## config.mk

```make
export PLATFORM = sky130hd
export DESIGN_NAME = lru_inode_slot_cache_flat
export DESIGN_NICKNAME = d
export VERILOG_FILES = /design/src/rtl/core/lis_pkg.sv /design/src/rtl/core/lis_if.sv /design/src/rtl/core/lru_inode_slot_cache.sv /design/src/rtl/core/lis_cell.sv /design/src/flat_wrapper.sv
export VERILOG_INCLUDE_DIRS = /design/src /design/src/rtl/core
export SDC_FILE = /design/constraint.sdc
export NUM_CORES = 2
export LEC_CHECK = 0
export ABC_AREA = 1
export BUFFER_PORTS_ARGS = -buffer_cell sky130_fd_sc_hd__buf_2
export CORE_MARGIN = 4
export CORE_UTILIZATION = 57
export DETAILED_ROUTE_END_ITERATION = 7
export PLACE_DENSITY = 0.76
export SYNTH_ARGS = -nofsm -noshare
export SYNTH_HDL_FRONTEND = slang
export SYNTH_SLANG_ARGS = --single-unit
```

## constraint.sdc

```tcl
create_clock -name clk -period 10.9 [get_ports clk]
set_input_delay 0.545 -clock clk [delete_from_list [all_inputs] [get_ports clk]]
set_output_delay 0.545 -clock clk [all_outputs]
set_load 0.01 [all_outputs]
```

## src/rtl/core/lru_inode_slot_cache_assert.svh

```systemverilog
// ---------------------------------------------------------------------------
// LRU inode slot cache assertion macros
// Concurrent checks on clk, disabled while rst_n is low.
// ---------------------------------------------------------------------------
`ifndef LRU_INODE_SLOT_CACHE_ASSERT_SVH
`define LRU_INODE_SLOT_CACHE_ASSERT_SVH
`ifndef SYNTHESIS
`define LIS_ASSERT(lbl, prop) \
  lbl: assert property (@(posedge clk) disable iff (!rst_n) prop) \
    else $error("lru_inode_slot_cache assertion failed");
`define LIS_ASSERT_NXT(lbl, ante, cons) \
  `LIS_ASSERT(lbl, (ante) |=> (cons))
`else
`define LIS_ASSERT(lbl, prop)
`define LIS_ASSERT_NXT(lbl, ante, cons)
`endif
`endif

```

## src/rtl/core/lis_pkg.sv

```systemverilog
// ---------------------------------------------------------------------------
// LRU inode slot cache package
// Sizes, codes, controller states and the command bus to the slot cells.
// ---------------------------------------------------------------------------
package lis_pkg;

  localparam int SLOTS     = 64;
  localparam int KEY_BITS  = 16;
  localparam int IDX_BITS  = $clog2(SLOTS);
  localparam int CNT_BITS  = $clog2(SLOTS + 1);
  localparam int ACT_BITS  = 7;
  localparam int INO_BITS  = 16;
  localparam int OUT_IDX_BITS = 6;
  localparam int ACT_RESET = 64;

  localparam logic OP_LOOKUP = 1'b0;
  localparam logic OP_INSERT = 1'b1;

  typedef enum logic [1:0] {
    ST_IDLE,
    ST_SEARCH,
    ST_UPDATE
  } state_t;

  typedef struct packed {
    logic                clear;
    logic                search;
    logic                apply;
    logic                write_key;
    logic [CNT_BITS-1:0] ref_rank;
    logic [IDX_BITS-1:0] victim_rank;
  } cell_cmd_t;

  // clamp the register value to 1..SLOTS
  function automatic logic [CNT_BITS-1:0] eff_slots(input logic [ACT_BITS-1:0] a);
    logic [CNT_BITS-1:0] r;
    if (a == '0) begin
      r = CNT_BITS'(1);
    end else if (int'(a) > SLOTS) begin
      r = CNT_BITS'(SLOTS);
    end else begin
      r = CNT_BITS'(a);
    end
    return r;
  endfunction

endpackage

```

## src/rtl/core/lis_if.sv

```systemverilog
// ---------------------------------------------------------------------------
// LRU inode slot cache channels
// Valid/ready request and result channels; a transfer needs both high.
// ---------------------------------------------------------------------------
interface lis_in_if;
  logic                          valid;
  logic                          ready;
  logic                          opcode;
  logic [lis_pkg::INO_BITS-1:0]  inode_number;

  modport source (output valid, output opcode, output inode_number, input ready);
  modport sink   (input valid, input opcode, input inode_number, output ready);
endinterface

interface lis_out_if;
  logic                              valid;
  logic                              ready;
  logic                              hit;
  logic [lis_pkg::OUT_IDX_BITS-1:0]  slot_index;
  logic                              evicted;

  modport source (output valid, output hit, output slot_index, output evicted, input ready);
  modport sink   (input valid, input hit, input slot_index, input evicted, output ready);
endinterface

```

## src/rtl/core/lru_inode_slot_cache.sv

```systemverilog
// A request passes through the accept (idle), search and rank-update states in the
//   row of slot cells; the result is registered when the update proceeds. A new request
//   is taken only back in idle; a waiting result holds the next item in update.
// Reset (rst_n low, synchronous): all slots empty, active_slots = 64.
// A write to active_slots also empties every slot in the same cycle.
// ---------------------------------------------------------------------------
// LRU inode slot cache
// Fully associative key store with LRU replacement over a row of slot cells.
// ---------------------------------------------------------------------------
`include "lru_inode_slot_cache_assert.svh"

module lru_inode_slot_cache (
  input  logic                            clk,
  input  logic                            rst_n,
  input  logic                            cfg_we,
  input  logic [lis_pkg::ACT_BITS-1:0]    cfg_wdata,
  lis_in_if.sink                          in_ch,
  lis_out_if.source                       out_ch
);

  lis_pkg::state_t state_r, state_nxt;

  logic [lis_pkg::ACT_BITS-1:0] active_r;
  logic [lis_pkg::CNT_BITS-1:0] free_r;
  logic                         item_op_r;
  logic [lis_pkg::KEY_BITS-1:0] item_key_r;

  logic                             out_valid_r;
  logic                             out_hit_r;
  logic [lis_pkg::OUT_IDX_BITS-1:0] out_slot_r;
  logic                             out_evicted_r;

  logic [lis_pkg::CNT_BITS-1:0] eff;
  logic [lis_pkg::CNT_BITS-1:0] used_cnt;
  logic                         full;
  logic                         upd_go;

  logic [lis_pkg::SLOTS-1:0]    match_vec;
  logic [lis_pkg::SLOTS-1:0]    victim_vec;
  logic [lis_pkg::SLOTS-1:0]    used_vec;
  logic [lis_pkg::IDX_BITS-1:0] rank_arr [lis_pkg::SLOTS];

  logic [lis_pkg::IDX_BITS-1:0] match_idx;
  logic [lis_pkg::IDX_BITS-1:0] match_rank;
  logic [lis_pkg::IDX_BITS-1:0] victim_idx;
  logic                         any_match;

  logic [lis_pkg::IDX_BITS-1:0] tgt_idx;
  logic                         do_touch;
  logic                         do_write;
  logic [lis_pkg::CNT_BITS-1:0] ref_rank;
  logic                         res_hit;
  logic                         res_evict;
  logic                         free_dec;

  lis_pkg::cell_cmd_t cmd;

  assign eff      = lis_pkg::eff_slots(active_r);
  assign used_cnt = eff - free_r;
  assign full     = (free_r == '0);
  assign upd_go   = (state_r == lis_pkg::ST_UPDATE) && (!out_valid_r || out_ch.ready);

  // slot cells
  for (genvar g = 0; g < lis_pkg::SLOTS; g++) begin : g_cell
    lis_cell u_cell (
      .clk      (clk),
      .rst_n    (rst_n),
      .cmd      (cmd),
      .sel      (tgt_idx == lis_pkg::IDX_BITS'(g)),
      .key      (item_key_r),
      .match_o  (match_vec[g]),
      .victim_o (victim_vec[g]),
      .used_o   (used_vec[g]),
      .rank_o   (rank_arr[g])
    );
  end

  // gather the (at most one) matching and victim slots
  always_comb begin
    match_idx  = '0;
    match_rank = '0;
    victim_idx = '0;
    for (int i = 0; i < lis_pkg::SLOTS; i++) begin
      if (match_vec[i]) begin
        match_idx  = match_idx | lis_pkg::IDX_BITS'(i);
        match_rank = match_rank | rank_arr[i];
      end
      if (victim_vec[i]) begin
        victim_idx = victim_idx | lis_pkg::IDX_BITS'(i);
      end
    end
  end

  assign any_match = |match_vec;

  // update decision
  always_comb begin
    tgt_idx   = '0;
    do_touch  = 1'b0;
    do_write  = 1'b0;
    ref_rank  = '0;
    res_hit   = 1'b0;
    res_evict = 1'b0;
    free_dec  = 1'b0;
    priority if (any_match) begin
      tgt_idx  = match_idx;
      do_touch = 1'b1;
      ref_rank = lis_pkg::CNT_BITS'(match_rank);
      res_hit  = 1'b1;
    end else if (item_op_r == lis_pkg::OP_INSERT) begin
      do_touch = 1'b1;
      do_write = 1'b1;
      if (!full) begin
        tgt_idx  = lis_pkg::IDX_BITS'(free_r - lis_pkg::CNT_BITS'(1));
        ref_rank = used_cnt;
        free_dec = 1'b1;
      end else begin
        tgt_idx   = victim_idx;
        ref_rank  = used_cnt - lis_pkg::CNT_BITS'(1);
        res_evict = 1'b1;
      end
    end else begin
      tgt_idx = '0;
    end
  end

  // next state
  always_comb begin
    state_nxt = state_r;
    unique case (state_r)
      lis_pkg::ST_IDLE: begin
        if (in_ch.valid) state_nxt = lis_pkg::ST_SEARCH;
      end
      lis_pkg::ST_SEARCH: begin
        state_nxt = lis_pkg::ST_UPDATE;
      end
      lis_pkg::ST_UPDATE: begin
        if (upd_go) state_nxt = lis_pkg::ST_IDLE;
      end
      default: state_nxt = lis_pkg::ST_IDLE;
    endcase
  end

  // controller outputs
  always_comb begin
    in_ch.ready     = (state_r == lis_pkg::ST_IDLE);
    cmd.clear       = cfg_we;
    cmd.search      = (state_r == lis_pkg::ST_SEARCH);
    cmd.apply       = upd_go && do_touch;
    cmd.write_key   = do_write;
    cmd.ref_rank    = ref_rank;
    cmd.victim_rank = lis_pkg::IDX_BITS'(eff - lis_pkg::CNT_BITS'(1));
  end

  always_ff @(posedge clk) begin
    if (!rst_n) begin
      state_r  <= lis_pkg::ST_IDLE;
      active_r <= lis_pkg::ACT_BITS'(lis_pkg::ACT_RESET);
      free_r   <= lis_pkg::eff_slots(lis_pkg::ACT_BITS'(lis_pkg::ACT_RESET));
    end else begin
      state_r <= state_nxt;
      if (cfg_we) begin
        active_r <= cfg_wdata;
        free_r   <= lis_pkg::eff_slots(cfg_wdata);
      end else if (upd_go && free_dec) begin
        free_r <= free_r - lis_pkg::CNT_BITS'(1);
      end
    end
  end

  // hold the request for the search and update passes
  always_ff @(posedge clk) begin
    if (in_ch.valid && in_ch.ready) begin
      item_op_r  <= in_ch.opcode;
      item_key_r <= lis_pkg::KEY_BITS'(in_ch.inode_number);
    end
  end

  // result register
  always_ff @(posedge clk) begin
    if (!rst_n) begin
      out_valid_r <= 1'b0;
    end else if (upd_go) begin
      out_valid_r <= 1'b1;
    end else if (out_ch.ready) begin
      out_valid_r <= 1'b0;
    end
  end

  always_ff @(posedge clk) begin
    if (upd_go) begin
      out_hit_r     <= res_hit;
      out_slot_r    <= lis_pkg::OUT_IDX_BITS'(tgt_idx);
      out_evicted_r <= res_evict;
    end
  end

  assign out_ch.valid      = out_valid_r;
  assign out_ch.hit        = out_hit_r;
  assign out_ch.slot_index = out_slot_r;
  assign out_ch.evicted    = out_evicted_r;

  `LIS_ASSERT(a_match_unique, (state_r == lis_pkg::ST_UPDATE) |-> $onehot0(match_vec))
  `LIS_ASSERT(a_victim_unique, (state_r == lis_pkg::ST_UPDATE && full) |-> $onehot(victim_vec))
  `LIS_ASSERT(a_fill_count, (state_r == lis_pkg::ST_IDLE) |-> ($countones(used_vec) == int'(used_cnt)))
  `LIS_ASSERT_NXT(a_free_step, upd_go && free_dec && !cfg_we, int'(free_r) == int'($past(free_r)) - 1)

endmodule

```

## src/rtl/core/lis_cell.sv

```systemverilog
// ---------------------------------------------------------------------------
// LRU inode slot cache cell
// One slot: stored key, used flag and recency rank, with local compare.
// ---------------------------------------------------------------------------
module lis_cell (
  input  logic                            clk,
  input  logic                            rst_n,
  input  lis_pkg::cell_cmd_t              cmd,
  input  logic                            sel,
  input  logic [lis_pkg::KEY_BITS-1:0]    key,
  output logic                            match_o,
  output logic                            victim_o,
  output logic                            used_o,
  output logic [lis_pkg::IDX_BITS-1:0]    rank_o
);

  logic [lis_pkg::KEY_BITS-1:0] key_r;
  logic                         used_r;
  logic [lis_pkg::IDX_BITS-1:0] rank_r;
  logic                         match_r;
  logic                         victim_r;

  always_ff @(posedge clk) begin
    if (!rst_n || cmd.clear) begin
      used_r <= 1'b0;
      rank_r <= '0;
    end else if (cmd.apply) begin
      if (sel) begin
        used_r <= 1'b1;
        rank_r <= '0;
      end else if (used_r && (lis_pkg::CNT_BITS'(rank_r) < cmd.ref_rank)) begin
        rank_r <= rank_r + lis_pkg::IDX_BITS'(1);
      end
    end
  end

  always_ff @(posedge clk) begin
    if (cmd.apply && sel && cmd.write_key) begin
      key_r <= key;
    end
    if (cmd.search) begin
      match_r  <= used_r && (key_r == key);
      victim_r <= used_r && (rank_r == cmd.victim_rank);
    end
  end

  assign match_o  = match_r;
  assign victim_o = victim_r;
  assign used_o   = used_r;
  assign rank_o   = rank_r;

endmodule

```

## src/flat_wrapper.sv

```systemverilog
// flat-port wrapper written by rule: the top's interface ports become plain ports
module lru_inode_slot_cache_flat 
  (clk, rst_n, cfg_we, cfg_wdata, in_ch_valid, in_ch_opcode, in_ch_inode_number, in_ch_ready, out_ch_valid, out_ch_hit, out_ch_slot_index, out_ch_evicted, out_ch_ready);
  lis_in_if in_ch_i ();
  lis_out_if out_ch_i ();
  input  logic clk;
  input  logic rst_n;
  input  logic cfg_we;
  input  logic [lis_pkg::ACT_BITS-1:0] cfg_wdata;
  input wire logic [$bits(in_ch_i.valid)-1:0] in_ch_valid;
  input wire logic [$bits(in_ch_i.opcode)-1:0] in_ch_opcode;
  input wire logic [$bits(in_ch_i.inode_number)-1:0] in_ch_inode_number;
  output wire logic [$bits(in_ch_i.ready)-1:0] in_ch_ready;
  output wire logic [$bits(out_ch_i.valid)-1:0] out_ch_valid;
  output wire logic [$bits(out_ch_i.hit)-1:0] out_ch_hit;
  output wire logic [$bits(out_ch_i.slot_index)-1:0] out_ch_slot_index;
  output wire logic [$bits(out_ch_i.evicted)-1:0] out_ch_evicted;
  input wire logic [$bits(out_ch_i.ready)-1:0] out_ch_ready;
  assign in_ch_i.valid = in_ch_valid;
  assign in_ch_i.opcode = in_ch_opcode;
  assign in_ch_i.inode_number = in_ch_inode_number;
  assign in_ch_ready = in_ch_i.ready;
  assign out_ch_valid = out_ch_i.valid;
  assign out_ch_hit = out_ch_i.hit;
  assign out_ch_slot_index = out_ch_i.slot_index;
  assign out_ch_evicted = out_ch_i.evicted;
  assign out_ch_i.ready = out_ch_ready;
  lru_inode_slot_cache u_core (.clk(clk), .rst_n(rst_n), .cfg_we(cfg_we), .cfg_wdata(cfg_wdata), .in_ch(in_ch_i), .out_ch(out_ch_i));
endmodule
```

==> out/qor.yml <==
p_comb_share_pct: 12.7
worstReg2RegStart: "u_core.active_r[1]"
power_switching_w: 0.004198
yosysMostFrequentCell: "nand2_1"
drt_wl_total_um: 312900
vias: 76340
finalInstanceArea_sq_mm: 0.09689
drc: 1
seqPwrFrac_pct: 46.2
drtAntennaViolNets: 0
rsz0062_at_grt: "no"
grt-ovfl-total: 0
post-route-period-util_pct: 66.26
reg2reg_to: "u_core.g_cell[20].u_cell.rank_o[5]"
synth-edff-count: 1176
cts_resized: 0
grt_max_degree: 104
netlist_area_sq_mm: 0.08798
peakVddDrop_mv: 0.1633
hp-start: "rst_n"
critPathCaptureType: "register"
yosys.area.top_type_share_pct: 40.14
synth-async-reset-ratio_pct: 0
yosys.area.top_type: "edfxtp_1"
core_sq_mm: 0.1526
sw_frac_of_total_pct: 27.98
synthFlopType: "edfxtp_1"
tritoncts: "done"
power_leakage_nw: 37.23
startpoint_type: "register"
hold_path_class: "input port to register"
p_per_area_mw_per_mm2: 154.8
fmax_mhz: 138.5
die_h_um: 400.9
area_delta_synth_final_pct: 10.13
wl_per_cell_um: 26.71
place.gp.congestion: 1.068
path_class: "register to register"
rows: 143
synth_fp_nets: 9945
regArea_sq_mm: 0.04462
numClockSinks: 1641
grt_pass1_wl_um: 454200
fin_setup_tns_ns: 0
synth_seq_cells: 1641
hpwlAfterDp_um: 202800
dieArea_sq_mm: 0.1607
outcome: "complete, but fails checks"
cts.clk_slew.worst_paths_ns: 0.06
numCtsBuffers: 174
multi_input_area_sq_mm: 0.03904
portBuffers: 38
fillCellCount: 12130
relSlewSlack_pct: -7.630
io_pins: 39
min_to: "u_core.free_r[6]"
tightest_slew_ns: 1.610
skew_ns: 0.07205
dr.pass1.iters: 8
pre_cts_ws_ns: 3.948
drive_above_1_share_pct: 8.503
r2r_slack_ns: 3.68
place_area_sq_mm: 0.09072
ys.warnings.count: 0
violations: "design-rule violations, max-capacitance violations, max-slew violations"
critPathRequiredTime_ns: 11.59
seq_area_frac_synth_pct: 50.72
syn_area_per_cell_sq_um: 9.241
hold_depth: 2
cts_max_level: 4
initial_utilization_pct: 57.65
drt_iter0_markers: 11840
finalMaxSlewViolations: 2
ys_types: 58
grt_pass1_vias: 70440
fp.dieW_um: 400.9
maxCapViolations: 1
setup_viol: 0
ctsLongestPathBuffers: 3
ff2ff_path_depth: 22
power.total_w: 0.01500
clkPwrFrac_pct: 41.1
synthCells: 9521
root_buffer: "clkbuf_16"
crit_arrival_ns: 7.92
period_minus_slack_ns: 7.223
p_int_w: 0.01080
fin_nets: 9954
viasPerCell: 6.515
hold_violations: 0
ys_top_cells_by_area: "edfxtp_1 40%, dfxtp_1 11%, nand2_1 9.0%, ha_1 5.6%, xor2_1 4.9%"
grt_usage_pct: 37.46
path_max_fanout: 39
post-route-worst-setup-slack_ns: 3.677
clkLatencyLatePin_ns: 0.86
antenna_found_initial: 14
synthTopCellsByCount: "2,102 x nand2_1, 1,176 x edfxtp_1, 696 x inv_1, 675 x nor2_1, 534 x nand3_1"
## worst max-delay path, stage by stage (launching register included)
cell	delay, ns
dfxtp_1	0.33
nor3_1	0.18
nand4_1	0.18
a21oi_4	0.15
buf_4	0.55
inv_2	0.59
ha_1	0.39
inv_1	0.11
fa_1	0.46
nor4_1	0.42
xnor2_1	0.25
a211oi_4	0.74
buf_4	0.64
buf_4	0.69
ha_1	0.36
nand2_1	0.07
inv_1	0.04
nand4_1	0.08
nand3_1	0.13
o21bai_4	0.21
nand2_1	0.20
nand2_1	0.17
nand2_1	0.06
## registers in the layout, indices dropped and copies added (netlist names), 2 cells and up
signal	cells
u_core.g_cell.u_cell.used_o	64
u_core.active_r	7
u_core.free_r	7
u_core.item_key_r	16
u_core.g_cell.u_cell.victim_o	63
u_core.g_cell.u_cell.rank_o	384
u_core.g_cell.u_cell.key_r	1024
u_core.g_cell.u_cell.match_o	64
u_core.state_r	2
u_core.out_ch.slot_index	6
## worst max-delay path by stage
| stage | startpoint | end | slack, ns | cells past startpoint |
|---|---|---|---|---|
| after floorplan | u_core.active_r[0] | u_core.g_cell[35].u_cell.rank_o[3] | 1.20 | 28 |
| after global placement | u_core.active_r[0] | u_core.g_cell[39].u_cell.rank_o[3] | 3.98 | 25 |
| after detailed placement | u_core.active_r[1] | u_core.g_cell[3].u_cell.rank_o[2] | 3.95 | 22 |
| after CTS | u_core.active_r[1] | u_core.g_cell[3].u_cell.rank_o[2] | 3.92 | 22 |
| after global routing | u_core.active_r[1] | u_core.g_cell[43].u_cell.rank_o[5] | 3.46 | 25 |
| final | u_core.active_r[1] | u_core.g_cell[20].u_cell.rank_o[5] | 3.68 | 22 |
## timing repair
action	in CTS	in global routing
buffers inserted	0	0
hold endpoints to repair	22	0
hold buffers	22	0
## placed cells by master (no fill, tap or decap), types with 26 or more instances in the layout
master	Yosys	routed
a211oi_1	35	33
nor3_1	101	99
dfxtp_1	465	465
o2111ai_1	40	40
nand3b_1	52	52
ha_1	394	393
nor4_1	173	172
or2_2	125	125
a22o_1	54	54
xnor2_1	189	189
nor2_1	675	671
clkinv_2	0	34
nand2_2	71	71
nand3_1	534	534
clkinv_1	1	29
clkbuf_16	0	177
inv_1	696	686
xor2_1	489	489
buf_2	62	38
buf_4	7	167
a2111oi_0	67	59
o21ai_1	127	127
a21o_1	26	26
inv_2	48	46
a221oi_1	188	188
nand2_1	2102	2096
o21ai_0	395	395
edfxtp_1	1176	1176
o22ai_1	216	216
nand4_1	159	159
clkbuf_1	268	37
a21oi_1	374	373
## routing by layer
| layer | GRT usage (%) | share of wire (%) | vias to the layer above |
|---|---|---|---|
| met5 | 0 | 0.0077 | - |
| met2 | 53.72 | 41 | 5632 |
| met4 | 23.13 | 7.2 | 4 |
| met3 | 12.90 | 15 | 1303 |
| met1 | 48.76 | 36 | 36010 |
| li1 | - | - | 33400 |
## cell families (layout without fill, tap and decap cells)
family | count (synthesis) | count (layout) | synth area share (%)
AOI/OAI and AO/OA | 1603 | 1603 | 11.47
xor gates and xnor gates | 678 | 678 | 6.749
adders and majority gates | 395 | 395 | 5.626
buffers and inverters | 1152 | 1310 | 5.087
DFF | 1641 | 1641 | 50.72
other | 0 | 9 | 0
and+or+nand+nor | 4052 | 4052 | 20.35
## per-stage QoR
stage	utilization (%)	cells	hold slack (ns)
6_report	63.49	11720	0.05091
2_1_floorplan	-	9521	0.4441
3_5_place_dp	59.44	11360	0.4719
3_3_place_gp	59.44	11360	0.4645
5_1_grt	63.47	11710	0.04831
4_1_cts	63.47	11710	0.01369
## power groups by stage
stage / clock network [W] / logic, W / registers, W
after floorplan: 0 / 0.00114 / 0.00702
after global placement: 0 / 0.00176 / 0.00705
after detailed placement: 0 / 0.00182 / 0.00705
after CTS: 0.00617 / 0.00184 / 0.00692
after global routing: 0.00645 / 0.00205 / 0.00693
final: 0.00616 / 0.00191 / 0.00693
## layout make-up
class,count,area share (%)
inverters,746,2.926
multi-input cells,6728,40.29
clock buffers,220,4.800
clock inverters,105,1.322
repair buffers,239,1.965
well taps,2030,2.621
diodes,9,0.02324
flip-flops and latches,1641,46.05
Note: power is estimated with default switching activity, not from simulation.
